### src/rtl/daq_mod_unit.sv
// Bit-serial remainder of a 32-bit pick number by an 8-bit interval.
// Depends on nothing.
module daq_mod_unit (
  input  logic        clk_i,
  input  logic        rst_ni,
  input  logic        start_i,
  input  logic [31:0] dividend_i,
  input  logic [7:0]  divisor_i,
  output logic        done_o,
  output logic        zero_o
);
  logic        busy_q, done_q;
  logic [4:0]  cnt_q;
  logic [31:0] dvd_q;
  logic [7:0]  rem_q;
  logic [8:0]  trial;

  assign trial = {rem_q, dvd_q[31]};

  always_ff @(posedge clk_i or negedge rst_ni) begin
    if (!rst_ni) begin
      busy_q <= 1'b0;
      done_q <= 1'b0;
      cnt_q  <= '0;
    end else begin
      done_q <= 1'b0;
      if (start_i) begin
        busy_q <= 1'b1;
        cnt_q  <= '0;
      end else if (busy_q) begin
        cnt_q <= cnt_q + 5'd1;
        if (cnt_q == 5'd31) begin
          busy_q <= 1'b0;
          done_q <= 1'b1;
        end
      end
    end
  end

  always_ff @(posedge clk_i) begin
    if (start_i) begin
      dvd_q <= dividend_i;
      rem_q <= '0;
    end else if (busy_q) begin
      dvd_q <= {dvd_q[30:0], 1'b0};
      if (trial >= {1'b0, divisor_i}) rem_q <= 8'(trial - {1'b0, divisor_i});
      else                            rem_q <= trial[7:0];
    end
  end

  assign done_o = done_q;
  assign zero_o = rem_q == 8'd0;
endmodule

### config.mk
export PLATFORM = sky130hd
export DESIGN_NAME = daq_mod_unit
export DESIGN_NICKNAME = d
export VERILOG_FILES = /design/src/rtl/daq_mod_unit.sv
export SDC_FILE = /design/constraint.sdc
export NUM_CORES = 1
export LEC_CHECK = 0
export ABC_AREA = 0
export BUFFER_PORTS_ARGS = -buffer_cell sky130_fd_sc_hd__buf_2
export CAP_MARGIN = 20
export CORE_ASPECT_RATIO = 0.8
export CORE_MARGIN = 5
export CORE_UTILIZATION = 40
export CTS_CLUSTER_SIZE = 20
export DETAILED_ROUTE_END_ITERATION = 8
export PLACE_DENSITY_LB_ADDON = 0.3
export SLEW_MARGIN = 20
export SYNTH_ARGS = -nofsm -noshare
export SYNTH_HDL_FRONTEND = slang
export SYNTH_SLANG_ARGS = --single-unit
### constraint.sdc
create_clock -name clk_i -period 5.75 [get_ports clk_i]
set_input_delay 0 -clock clk_i [delete_from_list [all_inputs] [get_ports clk_i]]
set_output_delay 0 -clock clk_i [all_outputs]
set_load 0.01 [all_outputs]
==> out/results.ini <==
[status]
outcome = completed

[sta]
maxSlewHeadroom_pct = 41.2
min_period_ns = 2.02
setup_tns_ns = 0
worst_pin_slew_ns = 0.882
slew_violations = 0
hold_viol_final = 0
setup_viol = 0
rsz0062_at_grt = false
skew_ns = 0.00507
period_share_pct = 35.1
max_clock_freq_mhz = 496

[logic_synthesis]
synth_cells = 192
synth_area_um2 = 2380
synth-seq-area-share_pct = 54.4
netlist-cell-type-count = 39
syn_avg_cell_area_um2 = 12.4
syn_nets = 246
synth_area_leaders = edfxtp_1, mux2_2, dfrtp_1, dfxtp_1, ha_1
synth.top_cell.area_share_pct = 40.3
ys_warn_count = 0
synth-seq-cells = 47
synth.largest_area_cell = edfxtp_1

[global_route]
grt_max_degree = 44
grt_overflow = 0
grt_pass1_vias = 1594
track_usage_pct = 11.8
grt_pass1_wl_um = 7090
antenna_found_initial = 0

[routing]
drt-total-wl_um = 4240
via_count = 1591
dr.pass1.iters = 4
vias_per_cell = 4.82
wire_per_inst_um = 12.8
initialDrtViolationCount = 80
ant_nets = 0
drc = 0

[worst_setup_path]
crit_path_start_kind = flip-flop
ff2ff_path_depth = 9
arrival_ns = 2.24
cp_max_fo = 3
max_stage_delay_ns = 0.39
cp-end-kind = flip-flop
path_cells = inv_1 -> ha_1 -> fa_1 -> nor2b_4 -> o31a_1 -> o21a_1 -> o21a_1 -> o31a_1 -> o21ai_2
r2r_start = dvd_q[31]$_DFFE_PP_
path_class = flip-flop to flip-flop
r2r_end = rem_q[6]$_SDFFE_PP0P_
critical_path.top_delay_family = compound AO/OA/AOI/OAI gates
reg2reg_slack_ns = 3.73
slowest_stage = edfxtp_1
cp.required_ns = 5.98
worst-path-buf-inv = 1

[pwr]
max-vdd-ir-drop_v = 0.000120
p_per_area_nw_per_um2 = 330
p_leak_nw = 1.23

[finish]
nNetsFinal = 302
area_growth_pct = 20.4
num_antenna_cells = 0
fin_util_pct = 49.1
drive_gt1_share_pct = 34.5

[die]
die_h_um = 79.0
num_rows = 25
fp.dieArea_um2 = 7610
coreArea_um2 = 5850
start_util_pct = 40.7
ioPinCount = 45
die_w_um = 96.3

[place]
dp_hpwl_um = 3040
globalplace.congestion = 0.861
io_buffers = 44

[clock_network]
htree_levels = 2
path_clk_slew_ns = 0.08
cts_resized = 0
cts_setup_buffers = 0
cts_tree = built
clk_latency_ns = 0.29
cts-root-buf = clkbuf_8
hold_buffers = 7
cts_buffer_depth = 2
cts_made_buffers = 5
numClockSinks = 47

[min_path]
hold_depth = 2
holdCritStartpoint = dividend_i[6]
hp-class = input port to flip-flop
hold_path_end = dvd_q[6]$_DFFE_PP_

[job]
cap_violations = 0

==> worst register-to-register path: cells and delay by family, from the launching register on <==
family / cells / cell delay, ns
AO/OA/AOI/OAI: 5 / 1.00
buffers and inverters: 1 / 0.07
AND/OR/NAND/NOR: 1 / 0.06
adder cells (fa/ha/maj): 2 / 0.44
flip-flops: 1 / 0.39
==> cells in the mapped netlist (all sizes together) <==
master and count:
a22o 1, and2 1, a32oi 1, and2b 1, nand2b 4, a21oi 11
xnor2 3, nor3 2, nor2 18, clkbuf 5, o31a 2, nand4 1
o31ai 1, buf 2, or4 2, a211oi 4, inv 12, and3 1
dfrtp 7, o21ai 7, edfxtp 32, nand3 1, xor2 2, a32o 1
o221ai 1, a21o 1, mux2i 3, ha 10, fa 1, o21a 3
o211ai 1, nand2 8, nor2b 3, mux2 31, dfxtp 8
==> per-layer routing <==
metal | routed length, µm | global-route usage [%] | vias to the layer above
met5 | 0 | 0 | -
li1 | - | - | 814
met4 | 27 | 3.36 | 0
met2 | 1930 | 18.3 | 30
met1 | 2020 | 15.8 | 743
met3 | 259 | 3.88 | 4
==> layout by cell type (no fill, tap or decap), types with 5 or more instances in the layout <==
cell type / synthesis / layout
a21oi_1: 10 / 10
buf_2: 0 / 44
clkbuf_8: 0 / 5
dfrtp_1: 7 / 7
dfxtp_1: 8 / 8
dlygate4sd3_1: 0 / 11
edfxtp_1: 32 / 32
ha_1: 10 / 10
inv_1: 12 / 12
mux2_2: 31 / 31
nand2_1: 8 / 8
nor2_1: 18 / 18
o21ai_0: 6 / 6
==> worst max path at each step <==
stage	startpoint	to	slack (ns)	cells past startpoint
global placement	dvd_q[31]$_DFFE_PP_	rem_q[6]$_SDFFE_PP0P_	3.79	9
global route	rem_q[1]$_SDFFE_PP0P_	rem_q[2]$_SDFFE_PP0P_	3.58	7
detailed placement	dvd_q[31]$_DFFE_PP_	rem_q[6]$_SDFFE_PP0P_	3.75	9
floorplan	dvd_q[31]$_DFFE_PP_	rem_q[6]$_SDFFE_PP0P_	3.89	9
finish	dvd_q[31]$_DFFE_PP_	rem_q[6]$_SDFFE_PP0P_	3.73	9
CTS	dvd_q[31]$_DFFE_PP_	rem_q[6]$_SDFFE_PP0P_	3.72	9
==> area by class of cell <==
class	count	area, µm²
Clock buffer	7	76.3
Tap cell	81	101
Fill cell	547	2980
Inverter	12	45.0
Clock inverter	1	5.00
Timing Repair Buffer	56	338
Sequential cell	47	1300
Multi-Input combinational cell	126	1010
==> stage by stage <==
step	total power, mW	hold slack (ns)	std cells	setup WS (ns)	cell area [µm²]
after floorplan	0.699	-0.296	192	3.89	2380
after global placement	0.763	-0.161	311	3.79	2680
after detailed placement	0.764	-0.159	311	3.75	2680
after CTS	0.957	0.000118	326	3.72	2830
after global routing	1.02	0.00310	330	3.58	2870
final	0.947	0.0114	330	3.73	2870
==> cell families after synthesis <==
kind of cell / after synthesis / share of synthesized area [%]
compound gates: 34 / 9.82
xor+xnor: 5 / 1.84
fa+ha+maj: 11 / 6.09
buf+inv: 19 / 3.31
flops: 47 / 54.4
mux: 34 / 15.9
simple gates: 42 / 8.66
==> sequential cells by signal, summed over array words and instances, names as in the netlist <==
register  flops
done_o        1
dvd_q        32
cnt_q         5
busy_q        1
rem_q         8
==> power breakdown <==
group / switching [mW] / internal [mW]
clock network: 0.0989 / 0.0854
registers: 0.0307 / 0.413
logic: 0.164 / 0.155
total: 0.294 / 0.653
No activity file was read; power rests on OpenSTA's default activity.
