==> config.mk <==
export PLATFORM = sky130hd
export DESIGN_NAME = daq_key_cell
export DESIGN_NICKNAME = d
export VERILOG_FILES = /design/src/rtl/daq_pkg.sv /design/src/rtl/daq_key_cell.sv
export SDC_FILE = /design/constraint.sdc
export NUM_CORES = 1
export LEC_CHECK = 0
export ABC_AREA = 1
export BUFFER_PORTS_ARGS = -buffer_cell sky130_fd_sc_hd__buf_4
export CAP_MARGIN = 25
export CORE_ASPECT_RATIO = 1.75
export CORE_MARGIN = 2
export CORE_UTILIZATION = 30
export DETAILED_ROUTE_END_ITERATION = 10
export SYNTH_ARGS = -nofsm -noshare
export SYNTH_HDL_FRONTEND = slang
export SYNTH_SLANG_ARGS = --single-unit
==> constraint.sdc <==
create_clock -name clk_i -period 1.3 [get_ports clk_i]
set_input_delay 0.13 -clock clk_i [delete_from_list [all_inputs] [get_ports clk_i]]
set_output_delay 0.13 -clock clk_i [all_outputs]
set_load 0.02 [all_outputs]
==> src/rtl/daq_pkg.sv <==
// Shared types, codes and defaults for the dedup two-lane job queue.
// No dependencies.
package daq_pkg;

  localparam int LaneDepthDef  = 64;
  localparam int KeyEntriesDef = 128;
  localparam int WorkersDef    = 32;

  localparam logic [7:0] PickIntervalRst    = 8'd8;
  localparam logic [7:0] StarvationLimitRst = 8'd24;

  localparam logic [2:0] OP_PUSH     = 3'd0;
  localparam logic [2:0] OP_POP      = 3'd1;
  localparam logic [2:0] OP_COMPLETE = 3'd2;
  localparam logic [2:0] OP_REMOVE   = 3'd3;
  localparam logic [2:0] OP_STOP     = 3'd4;

  localparam logic [2:0] ST_DONE    = 3'd0;
  localparam logic [2:0] ST_DUP     = 3'd1;
  localparam logic [2:0] ST_FULL    = 3'd2;
  localparam logic [2:0] ST_EMPTY   = 3'd3;
  localparam logic [2:0] ST_STOPPED = 3'd4;
  localparam logic [2:0] ST_GIVEN   = 3'd5;

  localparam logic CFG_PICK_INTERVAL    = 1'b0;
  localparam logic CFG_STARVATION_LIMIT = 1'b1;

  // Lane entry: kind in tag bit 32, handle below.
  typedef struct packed {
    logic [32:0] tag;
    logic [63:0] hash;
  } entry_t;

  // Command broadcast to every cell of a lane; data is the push entry or purge tag.
  typedef struct packed {
    logic   push;
    logic   purge;
    logic   pop;
    entry_t data;
  } lane_cmd_t;

endpackage

==> src/rtl/daq_key_cell.sv <==
// One dedupe key slot with its own comparators.
// Depends on daq_pkg.
module daq_key_cell (
  input  logic            clk_i,
  input  logic            rst_ni,
  input  daq_pkg::entry_t cmp_i,
  input  logic            set_i,
  input  logic            clr_i,
  output logic            valid_o,
  output logic            hit_o,
  output logic            tag_hit_o
);
  import daq_pkg::*;

  logic   valid_q;
  entry_t key_q;

  always_ff @(posedge clk_i or negedge rst_ni) begin
    if (!rst_ni)    valid_q <= 1'b0;
    else if (set_i) valid_q <= 1'b1;
    else if (clr_i) valid_q <= 1'b0;
  end

  always_ff @(posedge clk_i) begin
    if (set_i) key_q <= cmp_i;
  end

  assign valid_o   = valid_q;
  assign tag_hit_o = valid_q && key_q.tag == cmp_i.tag;
  assign hit_o     = tag_hit_o && key_q.hash == cmp_i.hash;
endmodule

==> summary.md <==
| Metric | Value |
|---|---|
| Status | finished with violations |
| Failing checks | setup timing |
| Met1 WL | around 4100 um |
| Drt total wl | roughly 10000 um |
| Worst r2r src | valid_o |
| IO Count | approximately 100 |
| Global-route wire length before repair | 17600 um |
| PwrDens | roughly 1100 nW/um2 |
| PnR worst setup slack | -0.509 ns |
| Die H | 171 um |
| Cell family with most CP delay | simple AND/OR/NAND/NOR gates |
| Num rows | 61 |
| Detailed Routing Iterations Pass 1 | 4 |
| Layout cell share with drive strength beyond 1 | 18.5% |
| Unrepaired setup endpoints after global routing | yes |
| Reg2Reg Capture Point | valid_o |
| Tot GR Track Use | 13.0% |
| Cell variety after synth | 18 |
| Min Tclk post-route | 1.81 ns |
| Post-route cell area | between 7000 and 8000 um2 |
| GP Congestion | roughly 0.73 |
| H-tree level count | 3 |
| Final Setup Violations | 2 |
| Routed met3 length | 367 um |
| Ordered list of cells on the worst path | nand2_1, o21ai_1, inv_1, nand2_1, nor2_1, nand2_1, nor2_2, nand3_2, nor2_4, buf_6 |
| Met2 wire len | 5690 um |
| Area leader, netlist | edfxtp_1 |
| Kind of critical path | register to primary output |
| Syn Nets | 650 |
| Post-DP HPWL | 7320 um |
| Critical Path AT | ~1.7 ns |
| Seq/Total Area, Yosys | 61.3% |
| Gate Count Post-Synth | around 550 |
| Max-Cap Viols | 0 |
| Core box area | 15800 um2 |
| Area contributors post-synth | edfxtp_1, nand2_1, inv_1 |
| Die W | between 90 and 100 um |
| Max-slew violations | 0 |
| DP Area | 5890 um2 |
| Root buffer cell | clkbuf_16 |
| Worst setup endpoint | hit_o |
| CTS clk-pin slew, worst paths | 0.07 ns |
| Yosys top cell area share | 60.8% |
| Skew-Pair Late Insertion Delay | 0.34 ns |
| Reg2Reg Depth | 3 |
| Synth Cell Area | approximately 4800 um2 |
| Post CTS Setup Buffer Count | 0 |
| Clk pwr share | 34.7% |
| Setup crit start | key_q[88] |
| Grt ovf | 0 |
| CP max stage cell | edfxtp_1 |
| Hold Crit Depth | 2 |
| Rel. slew slack | a little over four fifths |
| Post-synthesis register bit count | 98 |
| Via Count | 3908 |
| Buffers on Ports | 103 |
| Vias per cell | approximately 4 |
| Fin nets | 869 |
| Crit share post-route | 139% |
| VDD IR-drop max | 0.000515 V |
| Worst reg2reg setup slack | 0.57 ns |
| CTS sink count | slightly below 100 |
| Mean area per synthesized cell | between 8 and 9 um2 |
| Synthesis Warnings | 0 |
| Min Hold Slack | 0.0722 ns |
| Starting density of the core | 30.3% |
| Number of global-route vias before repair | 3986 |
| Endpoints failing hold | 0 |
| P_sw | about 0.0018 W |
| Largest stage delay on the critical path | 0.40 ns |
| TritonCTS Buffers | 9 |
| CTS tree | done |
| N_diodes | 0 |
| Startpoint types | register |
| CP Max Fanout | 2 |
| Combinational Power Share | around 15% |
| Slew @ Worst Pin | ~0.25 ns |
| Net Sw Frac | 23.0% |
| Largest net degree at the start of global routing | 40 |
| Initial antenna violation count | 0 |
| Highest metal used | met4 |
| Stages on worst setup path | 10 |
| Internal Pwr Total | 0.00589 W |
| Min-delay worst type | primary input to register |
| DRC viols | 0 |
| Fmax | 553 MHz |
| Flop pwr share | approximately half |
| CP required | 1.17 ns |
| Area grow syn2layout | 50.3% |
| Initial DRC count | 129 |
| Worst Setup End Kind | primary output |
| Routed WL per cell | 10.9 um |
| Static leakage | 3.50 nW |
| Worst Path Buf+Inv | 2 |
| Most used cell, CP | nand2_1 |
| CTS max path bufs | 2 |
| Clock skew | 0 ns |
| Final ANT Viol Nets | 0 |
| Die Area | 17000 um2 |
-- cell type report --
type / instances / area [um2]
Sequential cell: 98 / 2940
Tap cell: 189 / 236
Inverter: 130 / 488
Multi-Input combinational cell: 321 / 1410
Fill cell: 1532 / 8590
Clock buffer: 10 / 229
Clock inverter: 6 / 66.3
Timing Repair Buffer: 208 / 1840
-- worst min path at each step --
stage | slack, ns | start | to
2_1_floorplan | -0.17 | rst_ni | valid_o
3_3_place_gp | -0.09 | rst_ni | valid_o
3_5_place_dp | -0.09 | rst_ni | valid_o
4_1_cts | 0.05 | cmp_i[53] | key_q[53]
5_1_grt | 0.06 | cmp_i[53] | key_q[53]
6_report | 0.07 | cmp_i[53] | key_q[53]
-- cells in the mapped netlist --
cell      instances
a21oi_1           1
clkinv_1          1
dfrtp_1           1
edfxtp_1         97
inv_1           126
inv_2             3
nand2_1         192
nand3_2           1
nand4_1           2
nand4_2           1
nor2_1           87
nor2_2            3
o21ai_1           7
o21bai_1          1
o221ai_1          1
o22ai_1           3
xnor2_1          12
xor2_1           10
-- power groups by stage --
stage | clock, W | combinational (W) | sequential, W
3_3_place_gp | 0 | 0.000899 | 0.00392
2_1_floorplan | 0 | 0.000439 | 0.00391
3_5_place_dp | 0 | 0.000915 | 0.00393
4_1_cts | 0.00278 | 0.00115 | 0.00386
6_report | 0.00266 | 0.00114 | 0.00386
5_1_grt | 0.00288 | 0.00130 | 0.00390
-- flip-flops by register name, indices dropped and copies added (netlist names) --
signal / cells
key_q: 97
valid_o: 1
-- logic make-up (layout without fill, tap and decap cells) --
logic type | after synthesis | in the layout | share of synthesized area [%]
DFF | 98 | 98 | 61.3
and+or+nand+nor | 286 | 286 | 23.0
AOI/OAI and AO/OA | 13 | 13 | 1.57
xor gates and xnor gates | 22 | 22 | 4.02
buffers and inverters | 130 | 354 | 10.2
-- placed cells by master (no fill, tap or decap), drive strengths merged --
cell type / count
o21ai: 7
clkinvlp: 2
clkbuf: 10
buf: 110
nor2: 90
o221ai: 1
clkinv: 3
nand3: 1
a21oi: 1
nand2: 192
o21bai: 1
edfxtp: 97
dfrtp: 1
xnor2: 12
inv: 130
xor2: 10
dlygate4sd3: 98
o22ai: 3
nand4: 3
bufinv: 1
-- metal layers --
| metal | up-vias | track usage [%] |
|---|---|---|
| met4 | 0 | 6.19 |
| met1 | 1725 | 13.9 |
| met5 | - | 0 |
| met3 | 21 | 2.56 |
| met2 | 70 | 24.2 |
| li1 | 2092 | - |
-- stage by stage --
step,setup slack [ns],cells,setup TNS [ns],power (W),utilization [%]
floorplan,0.0406,549,0,0.00435,-
global route,-0.651,962,-1.25,0.00807,45.6
finish,-0.509,962,-0.959,0.00766,45.6
CTS,-0.547,962,-1.07,0.00778,45.5
global placement,-0.304,848,-0.464,0.00482,37.3
detailed placement,-0.301,848,-0.483,0.00485,37.3
-- what timing repair did --
item                       in CTS  in global routing
hold endpoints to repair       98                  0
setup endpoints to repair       2                  2
pin swaps                       7                 11
gates resized for setup         9                  4
hold buffers                   98                  0
-- worst register-to-register path, delay by kind of cell (launching register included) --
| kind | cells | cell delay [ns] |
|---|---|---|
| AOI/OAI and AO/OA | 1 | 0.05 |
| buffers and inverters | 2 | 0.17 |
| DFF | 1 | 0.40 |
Note: power is estimated with default switching activity, not from simulation.
